<file path="src/rtl/lkp_pkg.sv">
// Shared types and constants for the LED/key panel serial master.
// Holds the command codes, the sequencer step type and the queue/result records.
// No dependencies.
package lkp_pkg;

  // Request command codes (code 3 means nothing and is dropped)
  localparam logic [1:0] CMD_SEND  = 2'd0;
  localparam logic [1:0] CMD_WRITE = 2'd1;
  localparam logic [1:0] CMD_READ  = 2'd2;

  // Fixed bytes sent on the bus
  localparam logic [7:0] MODE_FIXED_ADDR = 8'h44;
  localparam logic [7:0] ADDR_BASE       = 8'hC0;
  localparam logic [7:0] READ_KEYS_CMD   = 8'h42;

  // Defaults handed to the top level
  localparam int READ_BYTES_DEF = 4;
  localparam int QUEUE_DEPTH    = 2;

  // Payload widths of the stream ports
  localparam int IN_TDATA_W  = 16;
  localparam int OUT_TDATA_W = 16;

  typedef enum logic [2:0] {
    ST_IDLE,
    ST_SEND,
    ST_READ,
    ST_CLOSE_MID,
    ST_OPEN_SECOND,
    ST_SEND_SECOND,
    ST_CLOSE_FINAL
  } step_t;

  // One classified tick, as held in the queue
  typedef struct packed {
    logic       start_ok;
    logic [1:0] command;
    logic [3:0] address;
    logic [7:0] data;
    logic       dio_in;
    logic [7:0] first_byte;
  } req_t;

  // One result, strobe_res in bit 0
  typedef struct packed {
    logic [7:0] keys;
    logic       done_res;
    logic       busy_res;
    logic       dio_drive;
    logic       dio_out;
    logic       clock_res;
    logic       strobe_res;
  } res_t;

endpackage

</file>
<file path="src/rtl/lkp_front.sv">
// Front end of the panel serial master: unpacks an input tick and classifies it.
// Depends on lkp_pkg for the command codes and the request record.
module lkp_front
  import lkp_pkg::*;
(
  input  logic [IN_TDATA_W-1:0] tdata,
  output req_t                  req
);

  logic       start_req;
  logic [1:0] command;
  logic [3:0] address;
  logic [7:0] data;

  assign start_req = tdata[0];
  assign command   = tdata[2:1];
  assign address   = tdata[6:3];
  assign data      = tdata[14:7];

  // Classify the request and pick the first byte of its frame
  always_comb begin
    req.command    = command;
    req.address    = address;
    req.data       = data;
    req.dio_in     = tdata[15];
    req.start_ok   = 1'b0;
    req.first_byte = READ_KEYS_CMD;
    case (command)
      CMD_SEND: begin
        req.start_ok   = start_req;
        req.first_byte = data;
      end
      CMD_WRITE: begin
        req.start_ok   = start_req;
        req.first_byte = MODE_FIXED_ADDR;
      end
      CMD_READ: begin
        req.start_ok   = start_req;
        req.first_byte = READ_KEYS_CMD;
      end
      default: begin
        req.start_ok = 1'b0;
      end
    endcase
  end

endmodule

</file>
<file path="src/rtl/lkp_queue.sv">
// Short request queue between the front end and the sequencer.
// Depends on lkp_pkg for the request record.
module lkp_queue
  import lkp_pkg::*;
#(
  parameter int DEPTH = QUEUE_DEPTH
) (
  input  logic clk,
  input  logic rst,
  input  logic push,
  input  req_t push_req,
  output logic full,
  input  logic pop,
  output logic empty,
  output req_t pop_req
);

  localparam int PW = (DEPTH > 1) ? $clog2(DEPTH) : 1;
  localparam int CW = $clog2(DEPTH + 1);
  localparam logic [CW-1:0] DEPTH_C = CW'(DEPTH);
  localparam logic [PW-1:0] LAST_C  = PW'(DEPTH - 1);

  req_t          mem [DEPTH];
  logic [PW-1:0] wr_ptr;
  logic [PW-1:0] rd_ptr;
  logic [CW-1:0] count;

  assign full    = (count == DEPTH_C);
  assign empty   = (count == '0);
  assign pop_req = mem[rd_ptr];

  // Store the incoming request
  always_ff @(posedge clk) begin
    if (push) begin
      mem[wr_ptr] <= push_req;
    end
  end

  // Advance pointers and the fill count
  always_ff @(posedge clk) begin
    if (rst) begin
      wr_ptr <= '0;
      rd_ptr <= '0;
      count  <= '0;
    end else begin
      if (push) begin
        wr_ptr <= (wr_ptr == LAST_C) ? '0 : wr_ptr + PW'(1);
      end
      if (pop) begin
        rd_ptr <= (rd_ptr == LAST_C) ? '0 : rd_ptr + PW'(1);
      end
      case ({push, pop})
        2'b10:   count <= count + CW'(1);
        2'b01:   count <= count - CW'(1);
        default: count <= count;
      endcase
    end
  end

`ifndef ASSERT_OFF
  a_no_overflow: assert property (@(posedge clk) disable iff (rst)
    !(push && full && !pop))
    else $error("request queue written while full");
  a_no_underflow: assert property (@(posedge clk) disable iff (rst)
    !(pop && empty))
    else $error("request queue read while empty");
`endif

endmodule

</file>
<file path="src/rtl/lkp_seq.sv">
// Back end of the panel serial master: the bus sequencer and the result register.
// Depends on lkp_pkg for the step type, command codes and records.
module lkp_seq
  import lkp_pkg::*;
#(
  parameter int READ_BYTES = READ_BYTES_DEF
) (
  input  logic clk,
  input  logic rst,
  input  logic q_empty,
  input  req_t q_req,
  output logic q_pop,
  output logic out_valid,
  input  logic out_ready,
  output res_t out_res
);

  localparam logic [2:0] READ_BYTES_C = 3'(READ_BYTES);

  step_t      step, step_next;
  logic       bit_phase, bit_phase_next;
  logic [2:0] bit_count, bit_count_next;
  logic [1:0] byte_count, byte_count_next;
  logic [7:0] shreg, shreg_next;
  logic [7:0] keyacc, keyacc_next;
  logic [1:0] lat_cmd, lat_cmd_next;
  logic [3:0] lat_addr, lat_addr_next;
  logic [7:0] lat_data, lat_data_next;
  res_t       res;
  logic       adv;

  // Take one queued tick whenever the result register is free or being drained
  assign adv   = !q_empty && (!out_valid || out_ready);
  assign q_pop = adv;

  // Step the sequence for one tick
  always_comb begin
    step_next       = step;
    bit_phase_next  = bit_phase;
    bit_count_next  = bit_count;
    byte_count_next = byte_count;
    shreg_next      = shreg;
    keyacc_next     = keyacc;
    lat_cmd_next    = lat_cmd;
    lat_addr_next   = lat_addr;
    lat_data_next   = lat_data;
    res.strobe_res  = 1'b1;
    res.clock_res   = 1'b1;
    res.dio_out     = 1'b0;
    res.dio_drive   = 1'b1;
    res.busy_res    = 1'b0;
    res.done_res    = 1'b0;
    res.keys        = 8'd0;
    case (step)
      ST_IDLE: begin
        if (q_req.start_ok) begin
          lat_cmd_next    = q_req.command;
          lat_addr_next   = q_req.address;
          lat_data_next   = q_req.data;
          keyacc_next     = 8'd0;
          shreg_next      = q_req.first_byte;
          bit_count_next  = 3'd0;
          byte_count_next = 2'd0;
          bit_phase_next  = 1'b0;
          step_next       = ST_SEND;
          res.strobe_res  = 1'b0;
          res.busy_res    = 1'b1;
        end
      end
      ST_SEND, ST_SEND_SECOND: begin
        res.strobe_res = 1'b0;
        res.busy_res   = 1'b1;
        res.dio_out    = shreg[0];
        if (!bit_phase) begin
          res.clock_res  = 1'b0;
          bit_phase_next = 1'b1;
        end else begin
          bit_phase_next = 1'b0;
          shreg_next     = {1'b0, shreg[7:1]};
          if (bit_count == 3'd7) begin
            bit_count_next = 3'd0;
            if (step == ST_SEND) begin
              case (lat_cmd)
                CMD_WRITE: step_next = ST_CLOSE_MID;
                CMD_READ: begin
                  step_next       = ST_READ;
                  shreg_next      = 8'd0;
                  byte_count_next = 2'd0;
                end
                default: step_next = ST_CLOSE_FINAL;
              endcase
            end else if (byte_count == 2'd0) begin
              byte_count_next = 2'd1;
              shreg_next      = lat_data;
            end else begin
              step_next = ST_CLOSE_FINAL;
            end
          end else begin
            bit_count_next = bit_count + 3'd1;
          end
        end
      end
      ST_READ: begin
        res.strobe_res = 1'b0;
        res.busy_res   = 1'b1;
        res.dio_drive  = 1'b0;
        if (!bit_phase) begin
          res.clock_res  = 1'b0;
          shreg_next     = shreg | (8'(q_req.dio_in) << bit_count);
          bit_phase_next = 1'b1;
        end else begin
          bit_phase_next = 1'b0;
          if (bit_count == 3'd7) begin
            keyacc_next    = keyacc | (shreg << {byte_count, 1'b0});
            shreg_next     = 8'd0;
            bit_count_next = 3'd0;
            if (({1'b0, byte_count} + 3'd1) >= READ_BYTES_C) begin
              step_next = ST_CLOSE_FINAL;
            end else begin
              byte_count_next = byte_count + 2'd1;
            end
          end else begin
            bit_count_next = bit_count + 3'd1;
          end
        end
      end
      ST_CLOSE_MID: begin
        res.busy_res = 1'b1;
        step_next    = ST_OPEN_SECOND;
      end
      ST_OPEN_SECOND: begin
        res.strobe_res  = 1'b0;
        res.busy_res    = 1'b1;
        shreg_next      = ADDR_BASE | {4'd0, lat_addr};
        byte_count_next = 2'd0;
        bit_count_next  = 3'd0;
        bit_phase_next  = 1'b0;
        step_next       = ST_SEND_SECOND;
      end
      ST_CLOSE_FINAL: begin
        res.busy_res = 1'b1;
        res.done_res = 1'b1;
        res.keys     = (lat_cmd == CMD_READ) ? keyacc : 8'd0;
        step_next    = ST_IDLE;
      end
      default: begin
        step_next = ST_IDLE;
      end
    endcase
  end

  // Hold the sequence state, advance only on a taken tick
  always_ff @(posedge clk) begin
    if (rst) begin
      step       <= ST_IDLE;
      bit_phase  <= 1'b0;
      bit_count  <= 3'd0;
      byte_count <= 2'd0;
      shreg      <= 8'd0;
      keyacc     <= 8'd0;
      lat_cmd    <= CMD_SEND;
      lat_addr   <= 4'd0;
      lat_data   <= 8'd0;
    end else if (adv) begin
      step       <= step_next;
      bit_phase  <= bit_phase_next;
      bit_count  <= bit_count_next;
      byte_count <= byte_count_next;
      shreg      <= shreg_next;
      keyacc     <= keyacc_next;
      lat_cmd    <= lat_cmd_next;
      lat_addr   <= lat_addr_next;
      lat_data   <= lat_data_next;
    end
  end

  // Result register
  always_ff @(posedge clk) begin
    if (rst) begin
      out_valid <= 1'b0;
    end else if (adv) begin
      out_valid <= 1'b1;
    end else if (out_ready) begin
      out_valid <= 1'b0;
    end
  end

  always_ff @(posedge clk) begin
    if (adv) begin
      out_res <= res;
    end
  end

`ifndef ASSERT_OFF
  a_done_closes: assert property (@(posedge clk) disable iff (rst)
    out_valid && out_res.done_res |-> out_res.busy_res && out_res.strobe_res)
    else $error("done reported inside an open frame");
  a_idle_pins: assert property (@(posedge clk) disable iff (rst)
    out_valid && !out_res.busy_res |->
      out_res.strobe_res && out_res.clock_res && out_res.dio_drive)
    else $error("bus pins not released while idle");
  a_read_release: assert property (@(posedge clk) disable iff (rst)
    adv && step == ST_READ |=> !out_res.dio_drive && !out_res.strobe_res)
    else $error("data pin driven during a key read");
  a_keys_only_done: assert property (@(posedge clk) disable iff (rst)
    out_valid && !out_res.done_res |-> out_res.keys == 8'd0)
    else $error("key word shown outside the done tick");
`endif

endmodule

</file>
<file path="src/rtl/led_key_panel_serial_master_top.sv">
// An accepted tick is held in the request queue, then its result is registered in the result register.
// One tick per clock cycle while m_tready does not stall the result register; the sequencer steps once per queued tick.
// A two-entry request queue parts the input side from the sequencer and result register.
// Reset (rst, synchronous, active high) empties the queue, drops the result
// and returns the sequencer to idle; the result data itself is not cleared.
// Depends on lkp_pkg, lkp_front, lkp_queue and lkp_seq.
module led_key_panel_serial_master_top
  import lkp_pkg::*;
#(
  parameter int READ_BYTES = READ_BYTES_DEF
) (
  input  logic                   clk,
  input  logic                   rst,
  input  logic                   s_tvalid,
  output logic                   s_tready,
  // start_req[0], command[2:1], address[6:3], data[14:7], dio_in[15]
  input  logic [IN_TDATA_W-1:0]  s_tdata,
  output logic                   m_tvalid,
  input  logic                   m_tready,
  // strobe_res[0], clock_res[1], dio_out[2], dio_drive[3], busy_res[4],
  // done_res[5], keys[13:6], zero pad[15:14]
  output logic [OUT_TDATA_W-1:0] m_tdata
);

  req_t in_req;
  req_t q_req;
  res_t out_res;
  logic q_full;
  logic q_empty;
  logic q_pop;
  logic push;

  assign s_tready = !q_full;
  assign push     = s_tvalid && !q_full;
  assign m_tdata  = {2'b00, out_res};

  lkp_front u_front (
    .tdata (s_tdata),
    .req   (in_req)
  );

  lkp_queue #(
    .DEPTH (QUEUE_DEPTH)
  ) u_queue (
    .clk      (clk),
    .rst      (rst),
    .push     (push),
    .push_req (in_req),
    .full     (q_full),
    .pop      (q_pop),
    .empty    (q_empty),
    .pop_req  (q_req)
  );

  lkp_seq #(
    .READ_BYTES (READ_BYTES)
  ) u_seq (
    .clk       (clk),
    .rst       (rst),
    .q_empty   (q_empty),
    .q_req     (q_req),
    .q_pop     (q_pop),
    .out_valid (m_tvalid),
    .out_ready (m_tready),
    .out_res   (out_res)
  );

endmodule
</file>
<file path="config.mk">
export PLATFORM = sky130hd
export DESIGN_NAME = led_key_panel_serial_master_top
export DESIGN_NICKNAME = d
export VERILOG_FILES = /design/src/rtl/lkp_pkg.sv /design/src/rtl/lkp_front.sv /design/src/rtl/lkp_queue.sv /design/src/rtl/lkp_seq.sv /design/src/rtl/led_key_panel_serial_master_top.sv
export SDC_FILE = /design/constraint.sdc
export NUM_CORES = 1
export LEC_CHECK = 0
export CAP_MARGIN = 20
export CORE_ASPECT_RATIO = 0.75
export CORE_UTILIZATION = 30
export CTS_BUF_LIST = sky130_fd_sc_hd__clkbuf_16
export CTS_CLUSTER_SIZE = 10
export DETAILED_ROUTE_END_ITERATION = 8
export DONT_BUFFER_PORTS = 1
export GPL_TIMING_DRIVEN = 0
export PLACE_DENSITY = 0.46
export SYNTH_ARGS = -nofsm -noshare
export SYNTH_HDL_FRONTEND = slang
export SYNTH_SLANG_ARGS = --single-unit
</file>
<file path="constraint.sdc">
create_clock -name clk -period 2.9 [get_ports clk]
set_input_delay 0.435 -clock clk [delete_from_list [all_inputs] [get_ports clk]]
set_output_delay 0.435 -clock clk [all_outputs]
set_load 0.01 [all_outputs]
</file>
# Yosys cells after proc, flatten, opt, wreduce, memory -nomap -nowiden

Memory sizes are Yosys's and may differ from the RTL's. A register that Yosys moved wholly into a read port is not among the register bits.
Cells that the tools add are included.

Bits in registers: 58
Memories: 1
Memory bits (writable): 48
Bits in read-only memories: 0
Bits in latches: 0

Memory list:

| name        | words | bits a word | rd ports | clocked after Yosys merged registers in | wr ports | RTL line        | text |
|---|---|---|---|---|---|---|---|
| u_queue.mem | 2     | 24          | 1        | 1                                       | 1        | lkp_queue.sv:23 | `req_t mem [DEPTH];` |

Shifts and indexed selects: 2
Order comparisons: 1
Bitwise operators: 2
Add/subtract/negate cells: 7
Div/mod/pow operators: 0
Equality and inequality tests: 26
Reductions and logical operators: 28
Muxes and demuxes: 58
Multipliers: 0

Operators with widths:

| cell                 | number |
|---|---|
| $mux W8              | 10 |
| $mux W3              | 11 |
| $pmux W8 S2          | 2 |
| $pmux W8 S4          | 1 |
| $mux W2              | 9 |
| $mux W1              | 16 |
| $or A8 B8 Y8         | 2 |
| $pmux W3 S5          | 1 |
| $eq A3 B3 Y1 const B | 4 |
| $ne A2 B1 Y1 const B | 6 |
| $reduce_and A10 Y1   | 1 |
| $reduce_and A5 Y1    | 2 |
| $pmux W3 S3          | 1 |
| $eq A2 B2 Y1 const B | 4 |
| $pmux W2 S4          | 1 |
| $reduce_and A8 Y1    | 1 |
| $shl A1 B3 Y8        | 1 |
| $shl A8 B3 Y8        | 1 |
| $mux W7              | 1 |
| $eq A2 B1 Y1 const B | 3 |
| $eq A3 B2 Y1 const B | 2 |
| $logic_not A2 Y1     | 3 |
| $ne A3 B3 Y1 const B | 2 |
| $pmux W3 S2          | 1 |
| other kinds (27)     | 38 |

# Depth between registers and ports, before layout

Gate-level depths: netlist of the first run.

Word-level depth: 6
Mapped depth: 9
Mapped depth without buffers: 7

# By module

Synthesis of the first run repeated with hierarchy kept, for this count alone.

Cell total of the unflattened synthesis: 431
Area, all modules: 4,979.8 um^2

By module, submodules not included:

| module                          | instances | cells an instance | area each (um^2) |
|---|---|---|---|
| lkp_seq                         | 1         | 302               | 2,837.7 |
| lkp_queue                       | 1         | 97                | 1,931.9 |
| lkp_front                       | 1         | 27                | 181.4 |
| led_key_panel_serial_master_top | 1         | 5                 | 28.8 |

# Least setup slack after synthesis of the first run

OpenSTA, ideal clock, no wires.

Path kind: reg-to-reg
From: register u_queue.count[0]
To: memory u_queue.mem[0][0] (netlist bit), enable pin
Path buffers: 0
Path slack: 0.737 ns
Stages on the path, launching flop included: 4
Clock period less this slack: 2.163 ns
Arrival: 1.758 ns
Cell sequence: dfxtp_1 -> nand2b_1 -> nand2_1 -> nor2_1

Cells in the longest elaborated chain, start to end: 5

RTL lines:

| element                       | RTL line                              | text |
|---|---|---|
| start: declaration            | lkp_queue.sv:26                       | `logic [CW-1:0] count;` |
| start signal: assignment      | lkp_queue.sv:53                       | `2'b10: count <= count + CW'(1);` |
| start signal: assignment      | lkp_queue.sv:54                       | `2'b01: count <= count - CW'(1);` |
| start signal: assignment      | lkp_queue.sv:55                       | `default: count <= count;` |
| $eq A2 B2 Y1                  | lkp_queue.sv:28                       | `assign full = (count == DEPTH_C);` |
| $logic_not A1 Y1              | n/a                                   |  |
| named net s_tready            | led_key_panel_serial_master_top.sv:15 | `output logic s_tready,` |
| $logic_and A1 B1 Y1           | led_key_panel_serial_master_top.sv:34 | `assign push = s_tvalid && !q_full;` |
| $mux W1                       | lkp_queue.sv:34                       | `if (push) begin` |
| $mux W1 (not written as such) | lkp_queue.sv:35                       | `mem[wr_ptr] <= push_req;` |
| end: declaration              | lkp_queue.sv:23                       |  |

The timed path passes the listed nets, and every way through them passes these cells.

# Worst setup path after layout of the first run

From: register u_seq.bit_count[0]
To: register u_seq.keyacc[2]

Cells in the longest elaborated chain, start to end: 3

RTL lines:

| element                            | RTL line       | text |
|---|---|---|
| start: declaration                 | lkp_seq.sv:22  | `logic [2:0] bit_count, bit_count_next;` |
| start signal: assignment           | lkp_seq.sv:167 | `bit_count <= bit_count_next;` |
| $eq A3 B3 Y1                       | lkp_seq.sv:113 | `if (bit_count == 3'd7) begin` |
| $ne A2 B1 Y1 (no source line)      | n/a            |  |
| $reduce_and A5 Y1 (no source line) | n/a            |  |
| end signal: assignment             | lkp_seq.sv:170 | `keyacc <= keyacc_next;` |
| end: declaration                   | lkp_seq.sv:25  | `logic [7:0] keyacc, keyacc_next;` |

Every way passes these cells.
A chain may end at the register's enable or synchronous reset.

==> summary.txt, run 1 <==
outcome: completed
Primary FF master, synth: edfxtp_1
TritonCTS clock tree: done
syn avg cell area: 11.5 sq um
Final Power: 0.00568 W
crit end category: flop
Die Y: 112 um
Rows: 39
Die W: 148 um
cell-internal power: 0.00344 W
Fmax: 0.403 GHz
max-capacitance violation count: 0
Reg-to-Reg End: u_seq.keyacc[2]
Clock Latency Late Sink: 350 ps
worst hold path depth: 0
crit path cell chain: ha_1 > ha_1 > buf_2 > nand2_1 > a211o_1 > nor4_1 > a21oi_1 > nor3_1
Slew HR: 46.5%
routability-driven placement congestion ratio: 0.865
met3 Resource Use GR: 3.40%
clk slew on worst S/H paths: 80 ps
crit path launch: u_seq.bit_count[0]
antenna violations before repair: 0
Total GRT Usage: 15.0%
reg2reg start: u_seq.bit_count[0]
crit path DAT: 2740 ps
post-layout util: 34.9%
Initial Utilization: 31.1%
worst-path fanout max: 10
CTS resizes: 0
Seq/Total Area, Yosys: 57.5%
TritonCTS Buffers: 9
Via density: 4.91
port bufs: 0
GRT met2 Usage: 21.4%
dpl cells: 627
Tmin final: 2480 ps
Worst-Margin Slew: 803 ps
CP startpoint kind: flop
Detailed Route WL: 11,800 um
Comb power frac: 38.1%
Routed WL per cell: 18.4 um
CP Data Required Time: 3160 ps
routed via count: 3,156
met1 GRT Util: 22.6%
ranking of synthesized cells by area: edfxtp_1 39%, dfxtp_1 19%, mux2i_1 6.5%
Remaining DRCs: 0
DP Wirelength: 8810 um
Slew Limit Fails: 0
Yosys reg bits: 107
Area Growth Syn to Fin: 12.2%
PD cells: 1050 nW/um^2
cell family with most CP delay: simple AND/OR/NAND/NOR gates
DRT Pass-1 Iters: 4
Post-Syn Instances: 419
I/O Pins: 38
Post-Syn Area: 4800 sq um
antenna cells: 0
Hold Path Class: primary input to flop
asr flop ratio synth: 0%
CP max stage delay: 590 ps
hold_sp: s_tdata[6]
largest net degree at the start of global routing: 21
Synthesis Warnings: 0
skew final: 9.88 ps
most used routing layer: met1
top cell type's share of synthesized area: 38.8%
Worst Hold Endpoint: u_queue.mem[1][20]
switching share of power: 39.4%
Final period util: 85.5%
# hold bufs at CTS: 0
Final Hold Fails: 0
unrepaired setup endpoints after global routing: false
Final #Nets: 460
Seq pwr share: 40.9%
first-pass GRT wire length: 18,600 um
hold_ws: 179 ps
Iter 0 DRT Violations: 178
Setup Viol. Count Final: 0
die footprint: 16,500 sq um
clk sinks: 107
clock power share: 21.0%
vias in the first global route: 3,147
clk buf depth: 2
Post-CTS Setup Repair Bufs: 0
Reg2Reg Depth: 8
CP Class: flop to flop
Slowest cell on crit path: nor4_1
post-synthesis cell type count: 56
P_sw: 0.00224 W
flop2flop setup slack: 420 ps
CP bufs+invs: 1
setup TNS: 0 ps
GRT overflow: 0
most frequent CP cell: ha_1
Final Non-Filler Cells: 643
H-tree depth: 3
fraction of layout cells with a size suffix above 1: 11.4%
post-route ant nets: 0
largest area contributor in the netlist: edfxtp_1
number of synthesized flops with an enable pin: 62
Root Driver: clkbuf_16
CORE AREA: 15,400 sq um
maximum vdd drop: 0.315 mV
cell leakage power: 1.85 nW
synthesized netlist by cell type, types with 2 or more instances:
library cell   n
a211o_1        3
a211oi_1      14
a21boi_0       2
a21o_1         4
a21oi_1       27
a221o_1        3
a311oi_1       3
a31oi_1        4
a32o_1         7
and2_1        15
and3_1         8
buf_2         13
buf_4          4
clkbuf_1       9
dfxtp_1       45
edfxtp_1      62
ha_1           7
inv_1         14
mux2_2         3
mux2i_1       31
nand2_1       21
nand2b_1       8
nand3_1        4
nor2_1        34
nor2_2         2
nor2b_1        8
nor3_1        11
nor3b_1        2
nor4_1         2
o211ai_1       3
o21ai_0       12
o21ai_2        2
o22ai_1        3
o2bb2ai_1      2
o31ai_1        2
or3_1          3
xnor2_1        2
xor2_1         2
routing by layer:
| metal | share of wire (%) | vias up |
|---|---|---|
| li1 | - | 1572 |
| met1 | 54 | 1509 |
| met2 | 42 | 71 |
| met3 | 4.1 | 4 |
| met4 | 0.55 | 0 |
| met5 | 0 | - |
how the worst max path moves through the flow:
stage	endpoint	slack, ps	cells past startpoint
after floorplan	u_queue.mem[0][0]	740	3
after global placement	u_queue.mem[0][21]	-7	3
after detailed placement	u_seq.lat_data[5]	460	8
after CTS	u_seq.keyacc[2]	440	8
after global routing	u_seq.keyacc[1]	190	8
final	u_seq.keyacc[2]	420	8
kinds of logic after synthesis:
family | after synthesis | share of synthesized area (%)
xor gates and xnor gates | 4 | 0.730
muxes | 34 | 7.17
AOI/OAI and AO/OA | 100 | 14.6
and+or+nand+nor | 125 | 14.2
adders and majority gates | 7 | 1.82
DFF | 107 | 57.5
other | 1 | 0.0781
buffers and inverters | 41 | 3.86
power by group through the flow:
stage	clock network [W]	logic (W)	registers, W
after floorplan	0	0.00160	0.00225
after global placement	0	0.00214	0.00236
after detailed placement	0	0.00217	0.00236
after CTS	0.00124	0.00218	0.00233
after global routing	0.00129	0.00241	0.00237
final	0.00119	0.00216	0.00233
sequential cells by signal (all words and copies together) (netlist names), named ones only:
name / cells
u_seq.byte_count: 2
u_seq.out_valid: 1
u_seq.shreg: 8
u_seq.lat_data: 8
u_seq.lat_addr: 4
u_seq.lat_cmd: 2
u_queue.rd_ptr: 1
u_queue.wr_ptr: 1
u_seq.bit_phase: 1
u_queue.count: 2
u_seq.step: 3
u_seq.bit_count: 3
u_seq.keyacc: 8
u_queue.mem: 48
u_seq.out_res: 14
area by class of cell:
type | count | area (sq um)
buffer | 26 | 129
clock buffer | 9 | 225
clock inverter | 7 | 68.8
fill | 1567 | 10000
inverter | 15 | 56.3
multi-input combinational | 272 | 1860
sequential | 107 | 2760
tap | 205 | 256
timing repair buffer | 2 | 30.0
cells in the final DEF, fill, tap and decap left out, types with 8 or more instances in the layout:
| cell | synthesis | routed |
|---|---|---|
| a211oi_1 | 14 | 14 |
| a21oi_1 | 27 | 27 |
| and2_1 | 15 | 15 |
| and3_1 | 8 | 8 |
| buf_2 | 13 | 13 |
| clkbuf_1 | 9 | 9 |
| clkbuf_16 | 0 | 9 |
| dfxtp_1 | 45 | 45 |
| edfxtp_1 | 62 | 62 |
| inv_1 | 14 | 15 |
| mux2i_1 | 31 | 31 |
| nand2_1 | 21 | 21 |
| nand2b_1 | 8 | 8 |
| nor2_1 | 34 | 33 |
| nor2b_1 | 8 | 8 |
| nor3_1 | 11 | 11 |
| o21ai_0 | 12 | 12 |
stage by stage:
step	setup slack, ps	cell area (sq um)
floorplan	737	4810
global placement	-7.01	5060
detailed placement	456	5090
CTS	439	5390
global route	186	5390
finish	420	5390
Power figures use the tool's default switching activity.
==> run 2: changes to the inputs <==
--- a/config.mk
+++ b/config.mk
@@ -7,13 +7,14 @@
 export LEC_CHECK = 0
 export CAP_MARGIN = 20
 export CORE_ASPECT_RATIO = 0.75
-export CORE_UTILIZATION = 30
+export CORE_UTILIZATION = 36
 export CTS_BUF_LIST = sky130_fd_sc_hd__clkbuf_16
 export CTS_CLUSTER_SIZE = 10
 export DETAILED_ROUTE_END_ITERATION = 8
 export DONT_BUFFER_PORTS = 1
 export GPL_TIMING_DRIVEN = 0
-export PLACE_DENSITY = 0.46
+export PLACE_DENSITY = 0.52
+export SLEW_MARGIN = 20
 export SYNTH_ARGS = -nofsm -noshare
 export SYNTH_HDL_FRONTEND = slang
 export SYNTH_SLANG_ARGS = --single-unit
==> summary.txt, run 2 (same netlist as run 1, synthesis figures left out) <==
first-pass GRT wire length: 17,800 um
TritonCTS Buffers: 9
Die Y: 102 um
vias in the first global route: 3,003
Filler cells: 1,233
port bufs: 0
Slew Limit Fails: 0
Detailed Route WL: 11,600 um
Slowest cell on crit path: nor4_1
cell family with most CP delay: simple AND/OR/NAND/NOR gates
Die W: 135 um
crit path cell chain: ha_1 > ha_1 > buf_2 > nand2_1 > a211o_1 > nor4_1 > a21oi_1 > nor3_1
TritonCTS clock tree: done
setup TNS: 0 ps
PD cells: 1080 nW/um^2
# hold bufs at CTS: 0
max reg flops: 48
placed cell areas: 5030 sq um
hold_ws: 171 ps
clock power share: 22.2%
CORE AREA: 13,000 sq um
Tmin final: 2450 ps
max-capacitance violation count: 0
Worst-Margin Slew: 768 ps
switching share of power: 38.9%
Slew HR: 48.3%
Via density: 5.26
Root Driver: clkbuf_16
Reg with most FFs: u_queue.mem
crit path DAT: 2720 ps
Fmax: 0.409 GHz
post-route ant nets: 0
Area Growth Syn to Fin: 11.0%
H-tree depth: 3
Design Area, Final: 5330 sq um
Initial Utilization: 36.9%
routability-driven placement congestion ratio: 0.845
antenna violations before repair: 0
worst-path fanout max: 10
die footprint: 13,800 sq um
Final Hold Fails: 0
routed via count: 3,187
Setup Viol. Count Final: 0
Seq pwr share: 40.6%
GRT overflow: 0
largest net degree at the start of global routing: 25
CP Class: flop to flop
Routed WL per cell: 19.1 um
cell-internal power: 0.00351 W
footprint of the multi-input gates: 1870 sq um
Hold Path Class: primary input to flop
antenna cells: 0
CP bufs+invs: 1
fraction of layout cells with a size suffix above 1: 11.3%
Sequential cell area: 2760 sq um
clk sinks: 107
Post-CTS Setup Repair Bufs: 0
unrepaired setup endpoints after global routing: false
Total GRT Usage: 17.8%
CP Data Required Time: 3180 ps
Remaining DRCs: 0
Final #Nets: 458
Comb power frac: 37.3%
DP Wirelength: 8550 um
CP startpoint kind: flop
most frequent cells in the layout: 62 x edfxtp_1, 45 x dfxtp_1, 33 x nor2_1, 31 x mux2i_1, 27 x a21oi_1
skew final: 7.73 ps
CTS resizes: 0
outcome: completed
crit end category: flop
DRT Pass-1 Iters: 5
clk buf depth: 2
largest registers: u_queue.mem x48, u_seq.out_res x14
clk slew on worst S/H paths: 80 ps
P_sw: 0.00224 W
most frequent CP cell: ha_1
CP max stage delay: 590 ps
Final period util: 84.4%
Rows: 36
I/O Pins: 38
maximum vdd drop: 0.578 mV
most common cell after layout, fill and taps aside: edfxtp_1
Clock Latency Late Sink: 350 ps
Iter 0 DRT Violations: 226
cell leakage power: 1.84 nW
## run 2: cell count changes in the layout (fill, tap and decap cells not counted), sizes merged
| cell | previous run | this run |
|---|---|---|
| clkinv | 2 | 0 |
| bufinv | 0 | 1 |
| buf | 19 | 17 |
## run 2: area by class of cell
class	count	area share, %
Sequential cell	107	51.8
Multi-Input combinational cell	272	35.0
Clock buffer	9	4.22
Tap cell	171	4.01
Buffer	26	2.42
Clock inverter	6	1.48
Inverter	15	1.06
## run 2: power by group through the flow
stage / clock network, W / registers (W) / logic, W
after floorplan: 0 / 0.00225 / 0.00160
after global placement: 0 / 0.00236 / 0.00212
after detailed placement: 0 / 0.00237 / 0.00214
after CTS: 0.00130 / 0.00233 / 0.00215
after global routing: 0.00136 / 0.00237 / 0.00235
final: 0.00127 / 0.00233 / 0.00214
## run 2: final timing paths
check,start,endpoint,slack (ps),cells past startpoint
worst min-delay path,s_tdata[10],u_queue.mem[1][12],170,0
worst max register to register,u_seq.bit_count[0],u_seq.keyacc[2],450,8
worst max-delay path,u_seq.bit_count[0],u_seq.keyacc[2],450,8
worst min register to register,u_seq.keyacc[0],u_seq.keyacc[0],500,2
## run 2: through the flow
| step | setup WS, ps | instances | total power, W | util, % |
|---|---|---|---|---|
| floorplan | 737 | 420 | 0.00386 | - |
| global placement | 8.36 | 591 | 0.00448 | 38.6 |
| detailed placement | 446 | 591 | 0.00451 | 38.6 |
| CTS | 469 | 606 | 0.00579 | 41.0 |
| global route | 229 | 606 | 0.00608 | 41.0 |
| finish | 454 | 606 | 0.00574 | 41.0 |
## run 2: per-layer routing
layer | vias to the layer above | GRT usage [%] | share of wire, %
met1 | 1509 | 25.7 | 52
met2 | 101 | 26.3 | 42
met4 | 0 | 5.79 | 1.6
met3 | 13 | 4.17 | 4.4
li1 | 1564 | - | -
met5 | - | 0 | 0
